==> src/rtl/clock_time_setting_controller_unit_macros.svh <==
// ----------------------------------------------------------------------------
// Assertion macros for the clock time-setting controller
// Shared implication forms, sampled on clk and disabled during rst.
// ----------------------------------------------------------------------------
`ifndef CLOCK_TIME_SETTING_CONTROLLER_UNIT_MACROS_SVH
`define CLOCK_TIME_SETTING_CONTROLLER_UNIT_MACROS_SVH

// Same-cycle implication.
`define CTSC_ASSERT_IMP(label, ante, cons) \
  label: assert property (@(posedge clk) disable iff (rst) (ante) |-> (cons)) \
    else $error("same-cycle check failed");

// Next-cycle implication.
`define CTSC_ASSERT_NXT(label, ante, cons) \
  label: assert property (@(posedge clk) disable iff (rst) (ante) |=> (cons)) \
    else $error("next-cycle check failed");

`endif

==> src/rtl/ctsc_pkg.sv <==
// ----------------------------------------------------------------------------
// Clock time-setting controller package
// Field codes, time record type and the wrap step functions for each field.
// ----------------------------------------------------------------------------
package ctsc_pkg;

  typedef enum logic [2:0] {
    FIELD_HOURS   = 3'd0,
    FIELD_MINUTES = 3'd1,
    FIELD_SECONDS = 3'd2,
    FIELD_DAY     = 3'd3,
    FIELD_MONTH   = 3'd4,
    FIELD_YEAR    = 3'd5
  } field_t;

  typedef struct packed {
    logic [4:0] hours;
    logic [5:0] minutes;
    logic [5:0] seconds;
    logic [4:0] day;
    logic [3:0] month;
    logic [6:0] year;
  } ctsc_time_t;

  localparam logic [7:0] MOD_HOURS  = 8'd24;
  localparam logic [7:0] MOD_MINSEC = 8'd60;
  localparam logic [7:0] MOD_DAY    = 8'd31;
  localparam logic [7:0] MOD_MONTH  = 8'd12;
  localparam logic [7:0] MOD_YEAR   = 8'd100;
  localparam logic [7:0] BACK_HOURS  = 8'd23;
  localparam logic [7:0] BACK_MINSEC = 8'd59;
  localparam logic [7:0] BACK_DAY    = 8'd29;
  localparam logic [7:0] BACK_MONTH  = 8'd10;
  localparam logic [6:0] YEAR_LAST   = 7'd99;

  // Remainder by compare and subtract; valid while x is below three times m.
  function automatic logic [7:0] reduce_mod(input logic [7:0] x, input logic [7:0] m);
    logic [7:0] m2;
    m2 = {m[6:0], 1'b0};
    if (x >= m2) begin
      return x - m2;
    end else if (x >= m) begin
      return x - m;
    end
    return x;
  endfunction

  // One step up with wrap; codes with no field leave the value alone.
  function automatic logic [6:0] field_up(input field_t f, input logic [6:0] v);
    logic [7:0] x;
    logic [7:0] r;
    x = {1'b0, v};
    unique case (f)
      FIELD_HOURS:   r = reduce_mod(x + 8'd1, MOD_HOURS);
      FIELD_MINUTES,
      FIELD_SECONDS: r = reduce_mod(x + 8'd1, MOD_MINSEC);
      FIELD_DAY:     r = 8'd1 + reduce_mod(x, MOD_DAY);
      FIELD_MONTH:   r = 8'd1 + reduce_mod(x, MOD_MONTH);
      FIELD_YEAR:    r = reduce_mod(x + 8'd1, MOD_YEAR);
      default:       r = x;
    endcase
    return r[6:0];
  endfunction

  // One step down with wrap; year zero goes to the last year.
  function automatic logic [6:0] field_dn(input field_t f, input logic [6:0] v);
    logic [7:0] x;
    logic [7:0] r;
    x = {1'b0, v};
    unique case (f)
      FIELD_HOURS:   r = reduce_mod(x + BACK_HOURS, MOD_HOURS);
      FIELD_MINUTES,
      FIELD_SECONDS: r = reduce_mod(x + BACK_MINSEC, MOD_MINSEC);
      FIELD_DAY:     r = 8'd1 + reduce_mod(x + BACK_DAY, MOD_DAY);
      FIELD_MONTH:   r = 8'd1 + reduce_mod(x + BACK_MONTH, MOD_MONTH);
      FIELD_YEAR:    r = (v == 7'd0) ? {1'b0, YEAR_LAST} : reduce_mod(x - 8'd1, MOD_YEAR);
      default:       r = x;
    endcase
    return r[6:0];
  endfunction

endpackage

==> src/rtl/ctsc_if.sv <==
// ----------------------------------------------------------------------------
// Clock time-setting controller channels
// Poll channel and result channel, each with valid, ready and payload.
// ----------------------------------------------------------------------------
interface ctsc_poll_if;
  logic       valid;
  logic       ready;
  logic       mode_level;
  logic       plus_level;
  logic       minus_level;
  logic [4:0] chip_hours;
  logic [5:0] chip_minutes;
  logic [5:0] chip_seconds;
  logic [4:0] chip_day;
  logic [3:0] chip_month;
  logic [6:0] chip_year;

  modport source (
    output valid, mode_level, plus_level, minus_level,
    output chip_hours, chip_minutes, chip_seconds, chip_day, chip_month, chip_year,
    input  ready
  );
  modport sink (
    input  valid, mode_level, plus_level, minus_level,
    input  chip_hours, chip_minutes, chip_seconds, chip_day, chip_month, chip_year,
    output ready
  );
endinterface

interface ctsc_result_if;
  logic       valid;
  logic       ready;
  logic [4:0] shown_hours;
  logic [5:0] shown_minutes;
  logic [5:0] shown_seconds;
  logic [4:0] shown_day;
  logic [3:0] shown_month;
  logic [6:0] shown_year;
  logic       commit;
  logic       in_setup;
  logic [2:0] field_index;
  logic       cursor_on;

  modport source (
    output valid, shown_hours, shown_minutes, shown_seconds,
    output shown_day, shown_month, shown_year,
    output commit, in_setup, field_index, cursor_on,
    input  ready
  );
  modport sink (
    input  valid, shown_hours, shown_minutes, shown_seconds,
    input  shown_day, shown_month, shown_year,
    input  commit, in_setup, field_index, cursor_on,
    output ready
  );
endinterface

==> src/rtl/ctsc_edit.sv <==
// ----------------------------------------------------------------------------
// Field editor
// Applies a plus press and then a minus press to the selected held field.
// ----------------------------------------------------------------------------
module ctsc_edit
  import ctsc_pkg::*;
(
  input  field_t     field,
  input  logic       plus_edge,
  input  logic       minus_edge,
  input  ctsc_time_t held,
  output ctsc_time_t held_edit
);

  logic [6:0] sel_val;
  logic [6:0] after_plus;
  logic [6:0] after_minus;

  always_comb begin
    unique case (field)
      FIELD_HOURS:   sel_val = {2'b0, held.hours};
      FIELD_MINUTES: sel_val = {1'b0, held.minutes};
      FIELD_SECONDS: sel_val = {1'b0, held.seconds};
      FIELD_DAY:     sel_val = {2'b0, held.day};
      FIELD_MONTH:   sel_val = {3'b0, held.month};
      FIELD_YEAR:    sel_val = held.year;
      default:       sel_val = 7'd0;
    endcase
  end

  assign after_plus  = plus_edge  ? field_up(field, sel_val)    : sel_val;
  assign after_minus = minus_edge ? field_dn(field, after_plus) : after_plus;

  always_comb begin
    held_edit = held;
    unique case (field)
      FIELD_HOURS:   held_edit.hours   = after_minus[4:0];
      FIELD_MINUTES: held_edit.minutes = after_minus[5:0];
      FIELD_SECONDS: held_edit.seconds = after_minus[5:0];
      FIELD_DAY:     held_edit.day     = after_minus[4:0];
      FIELD_MONTH:   held_edit.month   = after_minus[3:0];
      FIELD_YEAR:    held_edit.year    = after_minus;
      default:       held_edit = held;
    endcase
  end

endmodule

==> src/rtl/clock_time_setting_controller_unit.sv <==
// ----------------------------------------------------------------------------
// Clock time-setting controller
// Tracks the clock chip in normal mode and edits the held time in setup mode.
// ----------------------------------------------------------------------------
//  Channel  Direction  Beat carries
//  poll     in         three button levels and one time and date snapshot
//  result   out        held time and date, commit flag, mode, field, cursor
//
// Unless stalled, one poll beat is taken per cycle; its result is registered
// and appears on the next cycle. The rate is one beat per cycle, set by the
// single register stage holding the mode, field, button history and held time.
// A new poll is taken while the result register is empty or is being drained.
// A stalled result holds the result register and the poll side waits.
// rst is synchronous and active high; it clears the mode, field, button
// history, poll counter and result valid, and loads day and month with one.
// ----------------------------------------------------------------------------
module clock_time_setting_controller_unit
  import ctsc_pkg::*;
(
  input logic          clk,
  input logic          rst,
  ctsc_poll_if.sink    poll,
  ctsc_result_if.source result
);

  // Control and held state.
  logic       setup_mode;
  logic       setup_mode_next;
  field_t     selected_field;
  field_t     selected_field_next;
  ctsc_time_t held;
  ctsc_time_t held_next;
  ctsc_time_t held_edit;
  logic       mode_prev;
  logic       plus_prev;
  logic       minus_prev;
  logic [2:0] poll_count;
  logic       commit_next;

  logic       accept;
  logic       mode_edge;
  logic       plus_edge;
  logic       minus_edge;
  ctsc_time_t chip;

  // The result register frees up when empty or when its beat leaves.
  assign poll.ready = !result.valid || result.ready;
  assign accept     = poll.valid && poll.ready;

  // A press is a high-to-low transition between two polls. Plus and minus
  // only count in setup, which is where their history is kept.
  assign mode_edge  = mode_prev && !poll.mode_level;
  assign plus_edge  = setup_mode && plus_prev && !poll.plus_level;
  assign minus_edge = setup_mode && minus_prev && !poll.minus_level;

  assign chip = '{hours:   poll.chip_hours,
                  minutes: poll.chip_minutes,
                  seconds: poll.chip_seconds,
                  day:     poll.chip_day,
                  month:   poll.chip_month,
                  year:    poll.chip_year};

  ctsc_edit u_edit (
    .field      (selected_field),
    .plus_edge  (plus_edge),
    .minus_edge (minus_edge),
    .held       (held),
    .held_edit  (held_edit)
  );

  // Normal mode follows the chip and enters setup on a mode press. In setup
  // a mode press walks through the fields; at the year it commits and leaves.
  always_comb begin
    setup_mode_next     = setup_mode;
    selected_field_next = selected_field;
    commit_next         = 1'b0;
    if (!setup_mode) begin
      held_next = chip;
      if (mode_edge) begin
        setup_mode_next     = 1'b1;
        selected_field_next = FIELD_HOURS;
      end
    end else begin
      held_next = held_edit;
      if (mode_edge) begin
        priority if (selected_field == FIELD_YEAR) begin
          commit_next     = 1'b1;
          setup_mode_next = 1'b0;
        end else if (selected_field < FIELD_YEAR) begin
          selected_field_next = field_t'(selected_field + 3'd1);
        end
      end
    end
  end

  always_ff @(posedge clk) begin
    if (rst) begin
      setup_mode     <= 1'b0;
      selected_field <= FIELD_HOURS;
      held           <= '{hours: 5'd0, minutes: 6'd0, seconds: 6'd0,
                          day: 5'd1, month: 4'd1, year: 7'd0};
      mode_prev      <= 1'b0;
      plus_prev      <= 1'b0;
      minus_prev     <= 1'b0;
      poll_count     <= 3'd0;
    end else if (accept) begin
      setup_mode     <= setup_mode_next;
      selected_field <= selected_field_next;
      held           <= held_next;
      mode_prev      <= poll.mode_level;
      if (setup_mode) begin
        plus_prev  <= poll.plus_level;
        minus_prev <= poll.minus_level;
      end
      poll_count <= poll_count + 3'd1;
    end
  end

  // Result register. The mode, field and cursor report the start of the poll.
  always_ff @(posedge clk) begin
    if (rst) begin
      result.valid <= 1'b0;
    end else if (poll.ready) begin
      result.valid <= poll.valid;
    end
  end

  always_ff @(posedge clk) begin
    if (accept) begin
      result.shown_hours   <= held_next.hours;
      result.shown_minutes <= held_next.minutes;
      result.shown_seconds <= held_next.seconds;
      result.shown_day     <= held_next.day;
      result.shown_month   <= held_next.month;
      result.shown_year    <= held_next.year;
      result.commit        <= commit_next;
      result.in_setup      <= setup_mode;
      result.field_index   <= selected_field;
      result.cursor_on     <= setup_mode && poll_count[2];
    end
  end

`include "clock_time_setting_controller_unit_macros.svh"

  // A commit only leaves setup from the year field.
  `CTSC_ASSERT_IMP(a_commit_from_year, result.valid && result.commit, result.in_setup && (result.field_index == FIELD_YEAR))
  // After a committing poll the block is back in normal mode.
  `CTSC_ASSERT_NXT(a_commit_leaves_setup, accept && commit_next, !setup_mode)
  // Entering setup from normal mode selects the hours field.
  `CTSC_ASSERT_NXT(a_enter_at_hours, accept && !setup_mode && mode_edge, setup_mode && (selected_field == FIELD_HOURS))
  // The poll counter advances once per accepted beat.
  `CTSC_ASSERT_NXT(a_poll_count_step, accept, poll_count == $past(poll_count) + 3'd1)
  // Button history for plus and minus is frozen outside setup.
  `CTSC_ASSERT_NXT(a_history_frozen, accept && !setup_mode, $stable(plus_prev) && $stable(minus_prev))

endmodule

==> src/flat_wrapper.sv <==
// flat-port wrapper written by rule: the top's interface ports become plain ports
module clock_time_setting_controller_unit_flat import ctsc_pkg::*;
  (clk, rst, poll_valid, poll_mode_level, poll_plus_level, poll_minus_level, poll_chip_hours, poll_chip_minutes, poll_chip_seconds, poll_chip_day, poll_chip_month, poll_chip_year, poll_ready, result_valid, result_shown_hours, result_shown_minutes, result_shown_seconds, result_shown_day, result_shown_month, result_shown_year, result_commit, result_in_setup, result_field_index, result_cursor_on, result_ready);
  ctsc_poll_if poll_i ();
  ctsc_result_if result_i ();
  input logic clk;
  input logic rst;
  input wire logic [$bits(poll_i.valid)-1:0] poll_valid;
  input wire logic [$bits(poll_i.mode_level)-1:0] poll_mode_level;
  input wire logic [$bits(poll_i.plus_level)-1:0] poll_plus_level;
  input wire logic [$bits(poll_i.minus_level)-1:0] poll_minus_level;
  input wire logic [$bits(poll_i.chip_hours)-1:0] poll_chip_hours;
  input wire logic [$bits(poll_i.chip_minutes)-1:0] poll_chip_minutes;
  input wire logic [$bits(poll_i.chip_seconds)-1:0] poll_chip_seconds;
  input wire logic [$bits(poll_i.chip_day)-1:0] poll_chip_day;
  input wire logic [$bits(poll_i.chip_month)-1:0] poll_chip_month;
  input wire logic [$bits(poll_i.chip_year)-1:0] poll_chip_year;
  output wire logic [$bits(poll_i.ready)-1:0] poll_ready;
  output wire logic [$bits(result_i.valid)-1:0] result_valid;
  output wire logic [$bits(result_i.shown_hours)-1:0] result_shown_hours;
  output wire logic [$bits(result_i.shown_minutes)-1:0] result_shown_minutes;
  output wire logic [$bits(result_i.shown_seconds)-1:0] result_shown_seconds;
  output wire logic [$bits(result_i.shown_day)-1:0] result_shown_day;
  output wire logic [$bits(result_i.shown_month)-1:0] result_shown_month;
  output wire logic [$bits(result_i.shown_year)-1:0] result_shown_year;
  output wire logic [$bits(result_i.commit)-1:0] result_commit;
  output wire logic [$bits(result_i.in_setup)-1:0] result_in_setup;
  output wire logic [$bits(result_i.field_index)-1:0] result_field_index;
  output wire logic [$bits(result_i.cursor_on)-1:0] result_cursor_on;
  input wire logic [$bits(result_i.ready)-1:0] result_ready;
  assign poll_i.valid = poll_valid;
  assign poll_i.mode_level = poll_mode_level;
  assign poll_i.plus_level = poll_plus_level;
  assign poll_i.minus_level = poll_minus_level;
  assign poll_i.chip_hours = poll_chip_hours;
  assign poll_i.chip_minutes = poll_chip_minutes;
  assign poll_i.chip_seconds = poll_chip_seconds;
  assign poll_i.chip_day = poll_chip_day;
  assign poll_i.chip_month = poll_chip_month;
  assign poll_i.chip_year = poll_chip_year;
  assign poll_ready = poll_i.ready;
  assign result_valid = result_i.valid;
  assign result_shown_hours = result_i.shown_hours;
  assign result_shown_minutes = result_i.shown_minutes;
  assign result_shown_seconds = result_i.shown_seconds;
  assign result_shown_day = result_i.shown_day;
  assign result_shown_month = result_i.shown_month;
  assign result_shown_year = result_i.shown_year;
  assign result_commit = result_i.commit;
  assign result_in_setup = result_i.in_setup;
  assign result_field_index = result_i.field_index;
  assign result_cursor_on = result_i.cursor_on;
  assign result_i.ready = result_ready;
  clock_time_setting_controller_unit u_core (.clk(clk), .rst(rst), .poll(poll_i), .result(result_i));
endmodule
==> config.mk <==
export PLATFORM = sky130hd
export DESIGN_NAME = clock_time_setting_controller_unit_flat
export DESIGN_NICKNAME = d
export VERILOG_FILES = /design/src/rtl/ctsc_pkg.sv /design/src/rtl/ctsc_if.sv /design/src/rtl/ctsc_edit.sv /design/src/rtl/clock_time_setting_controller_unit.sv /design/src/flat_wrapper.sv
export VERILOG_INCLUDE_DIRS = /design/src /design/src/rtl
export SDC_FILE = /design/constraint.sdc
export NUM_CORES = 1
export LEC_CHECK = 0
export CAP_MARGIN = 5
export CORE_MARGIN = 4
export CORE_UTILIZATION = 47
export DETAILED_ROUTE_END_ITERATION = 12
export DONT_BUFFER_PORTS = 1
export PLACE_DENSITY = 0.6
export SLEW_MARGIN = 0
export SYNTH_ARGS = -nofsm -noshare
export SYNTH_HDL_FRONTEND = slang
export SYNTH_SLANG_ARGS = --single-unit
==> constraint.sdc <==
create_clock -name clk -period 10.4 [get_ports clk]
set_clock_uncertainty 0.15 [all_clocks]
set_input_delay 2.08 -clock clk [delete_from_list [all_inputs] [get_ports clk]]
set_output_delay 2.08 -clock clk [all_outputs]
set_load 0.02 [all_outputs]
==> results of run 1 <==
[power groups by stage]
| stage | logic, uW | registers [uW] | clock network [uW] |
|---|---|---|---|
| floorplan | 263 | 394 | 0 |
| global placement | 339 | 401 | 0 |
| detailed placement | 338 | 401 | 0 |
| CTS | 340 | 394 | 344 |
| global route | 381 | 396 | 357 |
| finish | 346 | 394 | 339 |
[cells by family after synthesis]
family	count (synthesis)	share of synthesized area, %
AO/OA/AOI/OAI	392	32.7
XOR/XNOR	39	4.37
adder cells (fa/ha/maj)	48	6.85
buffers and inverters	119	5.98
flip-flops	83	23.4
multiplexers	29	3.58
AND/OR/NAND/NOR	393	23.1
[state kept, by name, summed over array words and instances (netlist names), 3 cells and up]
register / cells
u_core.result.shown_year: 7
u_core.result.shown_hours: 5
u_core.result.shown_month: 4
u_core.result.shown_seconds: 6
u_core.poll_count: 3
u_core.result.shown_day: 5
u_core.result.shown_minutes: 6
u_core.result.field_index: 3
u_core.held: 33
u_core.selected_field: 3
[metal layers]
layer	track usage (%)	up-vias	part of all wire, %
li1	-	4144	-
met5	0	-	0
met4	11.4	0	4.2
met3	4.40	81	7.9
met2	44.4	429	44
met1	39.7	4150	44
[cell type report]
cell class              instances  area [um2]  area share [%]
clock inverters                 4        55.1           0.598
clock buffers                  12         268            2.91
inverters                      51         196            2.13
flip-flops and latches         83        2050            22.3
repair buffers                 20         150            1.63
well taps                     229         287            3.11
multi-input cells             901        6200            67.3
[cells in the mapped netlist (all sizes together) (6+ instances only)]
library cell / n
o21ai: 61
and2: 16
nand3: 33
o31ai: 14
dfxtp: 44
a21oi: 83
a31oi: 28
a22oi: 10
o2111ai: 6
xor2: 6
a221oi: 7
o221ai: 17
a211oi: 20
a31o: 7
o21a: 10
a21boi: 6
xnor2: 33
inv: 51
nor2: 79
clkbuf: 37
nand3b: 7
nor3: 38
o22ai: 31
a41oi: 6
buf: 31
a21o: 10
o211ai: 15
or3: 11
edfxtp: 39
nand2: 124
nor4: 10
mux2i: 13
ha: 48
o311ai: 6
mux2: 16
nand2b: 16
nand4: 17
and3: 11
[critical path: cells and delay by family (launching register included)]
family          cells  cell delay [ns]
compound gates     10             2.43
fa+ha+maj           6             1.83
buf+inv             1             0.09
flops               1             0.61
simple gates       14             4.16
[worst max-delay path by stage]
stage                                                startpoint                                       end  slack [ns]  cells past startpoint
after floorplan           u_core.selected_field[2]$_SDFFE_PP0P_  u_core.result.shown_minutes[5]$_DFFE_PP_        2.32                     39
after global placement    u_core.selected_field[1]$_SDFFE_PP0P_  u_core.result.shown_minutes[5]$_DFFE_PP_        1.02                     31
after detailed placement  u_core.selected_field[1]$_SDFFE_PP0P_  u_core.result.shown_minutes[5]$_DFFE_PP_        0.83                     31
after CTS                 u_core.selected_field[1]$_SDFFE_PP0P_  u_core.result.shown_minutes[5]$_DFFE_PP_        0.79                     31
after global routing      u_core.selected_field[1]$_SDFFE_PP0P_  u_core.result.shown_minutes[5]$_DFFE_PP_        0.16                     31
final                     u_core.selected_field[1]$_SDFFE_PP0P_  u_core.result.shown_minutes[5]$_DFFE_PP_        0.83                     31
[per-stage QoR]
step	instances	area, um2	hold slack, ns	setup slack, ns	total power [uW]
global placement	1284	8880	0.289	1.02	740
CTS	1300	9200	0.307	0.788	1080
floorplan	1103	8760	0.256	2.32	657
global route	1300	9210	0.316	0.161	1130
finish	1300	9210	0.304	0.828	1080
detailed placement	1284	8880	0.298	0.828	739
==> qor.csv, run 1 <==
stage;metric;value;unit
outcome;status;completed;
yosys;synthDistinctLibCells;117;
yosys;yosysTopAreaCell;edfxtp_1;
placement;hpwl;22800;um
setup_path;cp_max_fo;17;
setup_path;crit_slowest_cell;dfxtp_1;
grt;grt_start_max_net_pins;83;
setup_path;slowest_delay;0.61;ns
timing;post-route-period-util;92.0;%
timing;finalCriticalPeriod;9.57;ns
cts;hold_buffers;0;
layout;area_delta_synth_final;5.04;%
floorplan;die_w;145;um
placement;gp_congestion;1.05;
pwr;p_per_area;117;nW/um2
cts;cts_made_buffers;9;
route;drtPass1Iterations;6;
yosys;synth_fp_nets;1191;
route;wl;30100;um
setup_path;crit_path_frequent_cell;ha_1;
grt;overflow;0;
placement;port_buffers;0;
yosys;synth-seq-cells;83;
cts;root_buffer;clkbuf_16;
yosys;yosysSeqAreaShare;23.4;%
timing;setup_viol;0;
pwr;power.share.clock;31.4;%
cts;cts.sinks;83;
layout;nFillCells;1794;
pwr;netSwitchingPower;378;uW
setup_path;regToRegSetupSlack;0.83;ns
setup_path;r2r_start;u_core.selected_field[1]$_SDFFE_PP0P_;
layout;fin_nets;1154;
cts;cts_setup_buffers;0;
yosys;synth_edf_count;39;
floorplan;ios;81;
timing;rsz0062_at_grt;false;
setup_path;startpoint_type;flop;
route;via_count;8804;
grt;grt_pass1_vias;7974;
min_path;hold_path.class;flop to flop;
yosys;synth_top_area_share;13.4;%
pwr;p_leak;0.00342;uW
setup_path;crit_type;flop to flop;
timing;fin_setup_tns;0;ns
yosys;yosysWarnings;0;
flow_run;cap_violations;0;
grt;track_usage;28.6;%
floorplan;start_util;48.3;%
pwr;pwr-share-comb;32.0;%
cts;worstSkewPairLatency;0.34;ns
yosys;synthFlopType;dfxtp_1;
timing;max_freq;0.104;GHz
layout;drive_gt1_share;11.2;%
pwr;pwr-share-seq;36.5;%
min_path;hp-start;u_core.poll_count[1]$_SDFFE_PP0P_;
timing;slew-limit-headroom;19.8;%
cts;clk_path_buf_depth;2;
layout;post-route-util;50.7;%
setup_path;r2r_end;u_core.result.shown_minutes[5]$_DFFE_PP_;
route;ant_nets;0;
yosys;async_reset_ff_share;0;%
cts;cts_htree_levels;3;
min_path;worstHoldPathCells;2;
pwr;vdd_drop_max;72.0;uV
setup_path;cp-end-kind;flop;
layout;diodes;0;
setup_path;rr_worst_depth;31;
route;wl_per_cell;23.2;um
pwr;p_int;701;uW
min_path;hold_end;u_core.poll_count[1]$_SDFFE_PP0P_;
setup_path;cp.required;10.28;ns
route;drc;0;
cts;cts.reportedPaths.clkPinSlew;0.06;ns
pwr;swShare;35.1;%
floorplan;core_area;18100;um2
floorplan;die_h;145;um
route;drt_iter0_drc;936;
grt;antenna_found_initial;1;
floorplan;row_count;49;
timing;slew_viol_final;0;
timing;tightest_slew;1.20;ns
yosys;syn_avg_cell_area;7.95;um2
setup_path;cp.arrival;9.46;ns
layout;layout_common_cells;123 x nand2_1, 81 x a21oi_1, 75 x nor2_1;
cts;cts_tree;yes;
timing;finalHoldViolCount;0;
grt;grt_pass1_wl;47000;um
yosys;synth_area_leaders;edfxtp_1 13%, dfxtp_1 10%, ha_1 6.9%;
layout;final_common_cell;nand2_1;
route;viasPerCell;6.77;
yosys;syn_inst;1103;
yosys;synth_area;8760;um2
cts;cts.repair.resized;0;
floorplan;die_area;20900;um2
Note: power is estimated with default switching activity, not from simulation.
==> run 2, diff against run 1 <==
- CORE_UTILIZATION: 47 -> 50
- PLACE_DENSITY: 0.6 -> 0.63
==> run 2 against run 1 <==
Against the previous run: global-route usage up 0.74 points; highest routed layer unchanged; critical path depth up 2; maximum frequency down 0.98%; setup slack worse by 0.094 ns.
==> qor.csv, run 2 (synthesis gave the netlist of run 1 again) <==
stage;metric;value;unit;change
min_path;hold_path.class;flop to flop;;
timing;max_freq;0.103;GHz;-0.98%
timing;finalCriticalPeriod;9.67;ns;+0.0945 ns
timing;tightest_slew;1.17;ns;-0.0275 ns
setup_path;cp_num_cells;33;;+6.5%
setup_path;crit_slowest_cell;ha_1;;
floorplan;die_h;140;um;-2.9%
route;drtPass1Iterations;5;;-1
route;wl;30300;um;+0.44%
layout;drive_gt1_share;11.3;%;+0.093 points
timing;finalHoldViolCount;0;;unchanged
setup_path;regToRegSetupSlack;0.73;ns;-0.09 ns
placement;dp_cells;1280;;-0.31%
setup_path;crit_path_frequent_cell;ha_1;;
layout;post-route-util;53.3;%;+2.5 points
timing;slew_viol_final;0;;unchanged
cts;cts.sinks;83;;unchanged
route;drt_iter0_drc;879;;-6.1%
setup_path;cp_max_fo;22;;+5
cts;cts.reportedPaths.clkPinSlew;0.07;ns;about the same
cts;root_buffer;clkbuf_16;;
setup_path;startpoint;u_core.selected_field[1]$_SDFFE_PP0P_;;
timing;slew-limit-headroom;21.5;%;+1.7 points
setup_path;crit_type;flop to flop;;
cts;cts.repair.resized;0;;unchanged
layout;fin_nets;1154;;unchanged
cts;worstSkewPairLatency;0.34;ns;about the same
layout;diodes;0;;unchanged
setup_path;rr_worst_depth;33;;+6.5%
cts;cts_made_buffers;9;;unchanged
timing;rsz0062_at_grt;false;;
setup_path;slowest_delay;0.66;ns;+0.05 ns
setup_path;r2r_end;u_core.result.shown_seconds[5]$_DFFE_PP_;;
cts;cts_htree_levels;3;;unchanged
pwr;vdd_drop_max;114;uV;+58%
floorplan;die_area;19700;um2;-5.7%
cts;clk_path_buf_depth;2;;unchanged
pwr;p_per_area;116;nW/um2;-1.5%
layout;largest_register_ff_count;33;;unchanged
setup_path;crit_family;simple AND/OR/NAND/NOR gates;;
layout;area_delta_synth_final;4.74;%;
setup_path;r2r_start;u_core.selected_field[1]$_SDFFE_PP0P_;;
floorplan;row_count;48;;-2.0%
floorplan;die_w;140;um;-2.9%
setup_path;cp.required;10.29;ns;about the same
setup_path;worst-path-buf-inv;4;;+3
route;ant_nets;0;;unchanged
setup_path;cp-end-kind;flop;;
layout;reg_top3;u_core.held: 33 flops, u_core.result.shown_year: 7 flops;;
setup_path;startpoint_type;flop;;
setup_path;critPathCapture;u_core.result.shown_seconds[5]$_DFFE_PP_;;
cts;cts_setup_buffers;0;;unchanged
floorplan;ios;81;;unchanged
grt;track_usage;29.3;%;+0.74 points
pwr;p_leak;0.00342;uW;about the same
cts;hold_buffers;0;;unchanged
timing;post-route-period-util;92.9;%;+0.91 points
placement;hpwl;22800;um;+0.32%
grt;grt_pass1_wl;46300;um;-1.6%
layout;layout_common_cells;123 x nand2_1, 81 x a21oi_1, 75 x nor2_1;;
route;drc;0;;unchanged
route;viasPerCell;6.81;;+0.56%
floorplan;core_area;17200;um2;-5.0%
flow_run;cap_violations;0;;unchanged
route;via_count;8826;;+0.25%
grt;grt_start_max_net_pins;83;;unchanged
floorplan;start_util;50.8;%;+2.6 points
pwr;p_total;1060;uW;-1.8%
outcome;status;completed;;
layout;stdcell_count;1296;;-0.31%
timing;setup_viol;0;;unchanged
placement;gp_congestion;0.977;;-7.3%
timing;fin_setup_tns;0;ns;unchanged
grt;overflow;0;;unchanged
route;wl_per_cell;23.4;um;+0.75%
layout;final_area;9180;um2;-0.29%
grt;antenna_found_initial;0;;-1
layout;max_flop_register;u_core.held;;
layout;final_common_cell;nand2_1;;
placement;dpl_cell_area;8870;um2;about the same
setup_path;cp.arrival;9.55;ns;+0.09 ns
placement;port_buffers;0;;unchanged
grt;grt_pass1_vias;8038;;+0.80%
cts;cts_tree;yes;;
[run 2: changes by cell type in the layout (fill, tap and decap cells not counted)]
cell / previous run / this run
inv_8: 0 / 2
bufinv_16: 1 / 0
clkbuf_1: 1 / 0
clkbuf_8: 1 / 0
clkinv_2: 0 / 1
clkinvlp_4: 1 / 0
inv_4: 2 / 3
[run 2: final cells by class]
cell class	instances	area, um2
Inverter	51	196
Clock inverter	6	51.3
Fill cell	1625	8060
Multi-Input combinational cell	901	6200
Tap cell	225	282
Clock buffer	10	250
Sequential cell	83	2050
Timing Repair Buffer	20	150
[run 2: how the worst min path moves through the flow]
| stage | startpoint | to | cells past startpoint |
|---|---|---|---|
| after floorplan | u_core.setup_mode$_SDFFE_PP0P_ | u_core.result.in_setup$_DFFE_PP_ | 0 |
| after detailed placement | u_core.mode_prev$_SDFFE_PP0P_ | u_core.mode_prev$_SDFFE_PP0P_ | 2 |
| after global routing | u_core.poll_count[1]$_SDFFE_PP0P_ | u_core.poll_count[1]$_SDFFE_PP0P_ | 2 |
| final | u_core.mode_prev$_SDFFE_PP0P_ | u_core.mode_prev$_SDFFE_PP0P_ | 2 |
| after global placement | u_core.mode_prev$_SDFFE_PP0P_ | u_core.mode_prev$_SDFFE_PP0P_ | 2 |
| after CTS | u_core.mode_prev$_SDFFE_PP0P_ | u_core.mode_prev$_SDFFE_PP0P_ | 2 |
[run 2: worst reg2reg max path, delay by kind of cell, from the launching register on]
kind | cells | cell delay (ns)
flip-flops | 1 | 0.45
AO/OA/AOI/OAI | 10 | 2.56
buffers and inverters | 4 | 0.61
AND/OR/NAND/NOR | 14 | 3.82
adder cells (fa/ha/maj) | 5 | 1.77
[run 2: per-layer routing]
layer	vias to the layer above	track usage (%)	wire length, um
li1	4154	-	-
met1	4160	40.0	12800
met2	457	46.6	13800
met3	55	5.19	2750
met4	0	10.6	921
met5	-	0	0
[run 2: power by group]
group	switching (uW)	total, uW	internal (uW)
logic	219	345	126
clock network	139	321	181
registers	28.9	395	366
[run 2: per-stage QoR]
stage	worst slack (ns)	hold WS [ns]
2_1_floorplan	2.32	0.256
3_3_place_gp	0.841	0.290
3_5_place_dp	0.698	0.296
4_1_cts	0.672	0.305
5_1_grt	0.0884	0.338
6_report	0.734	0.303
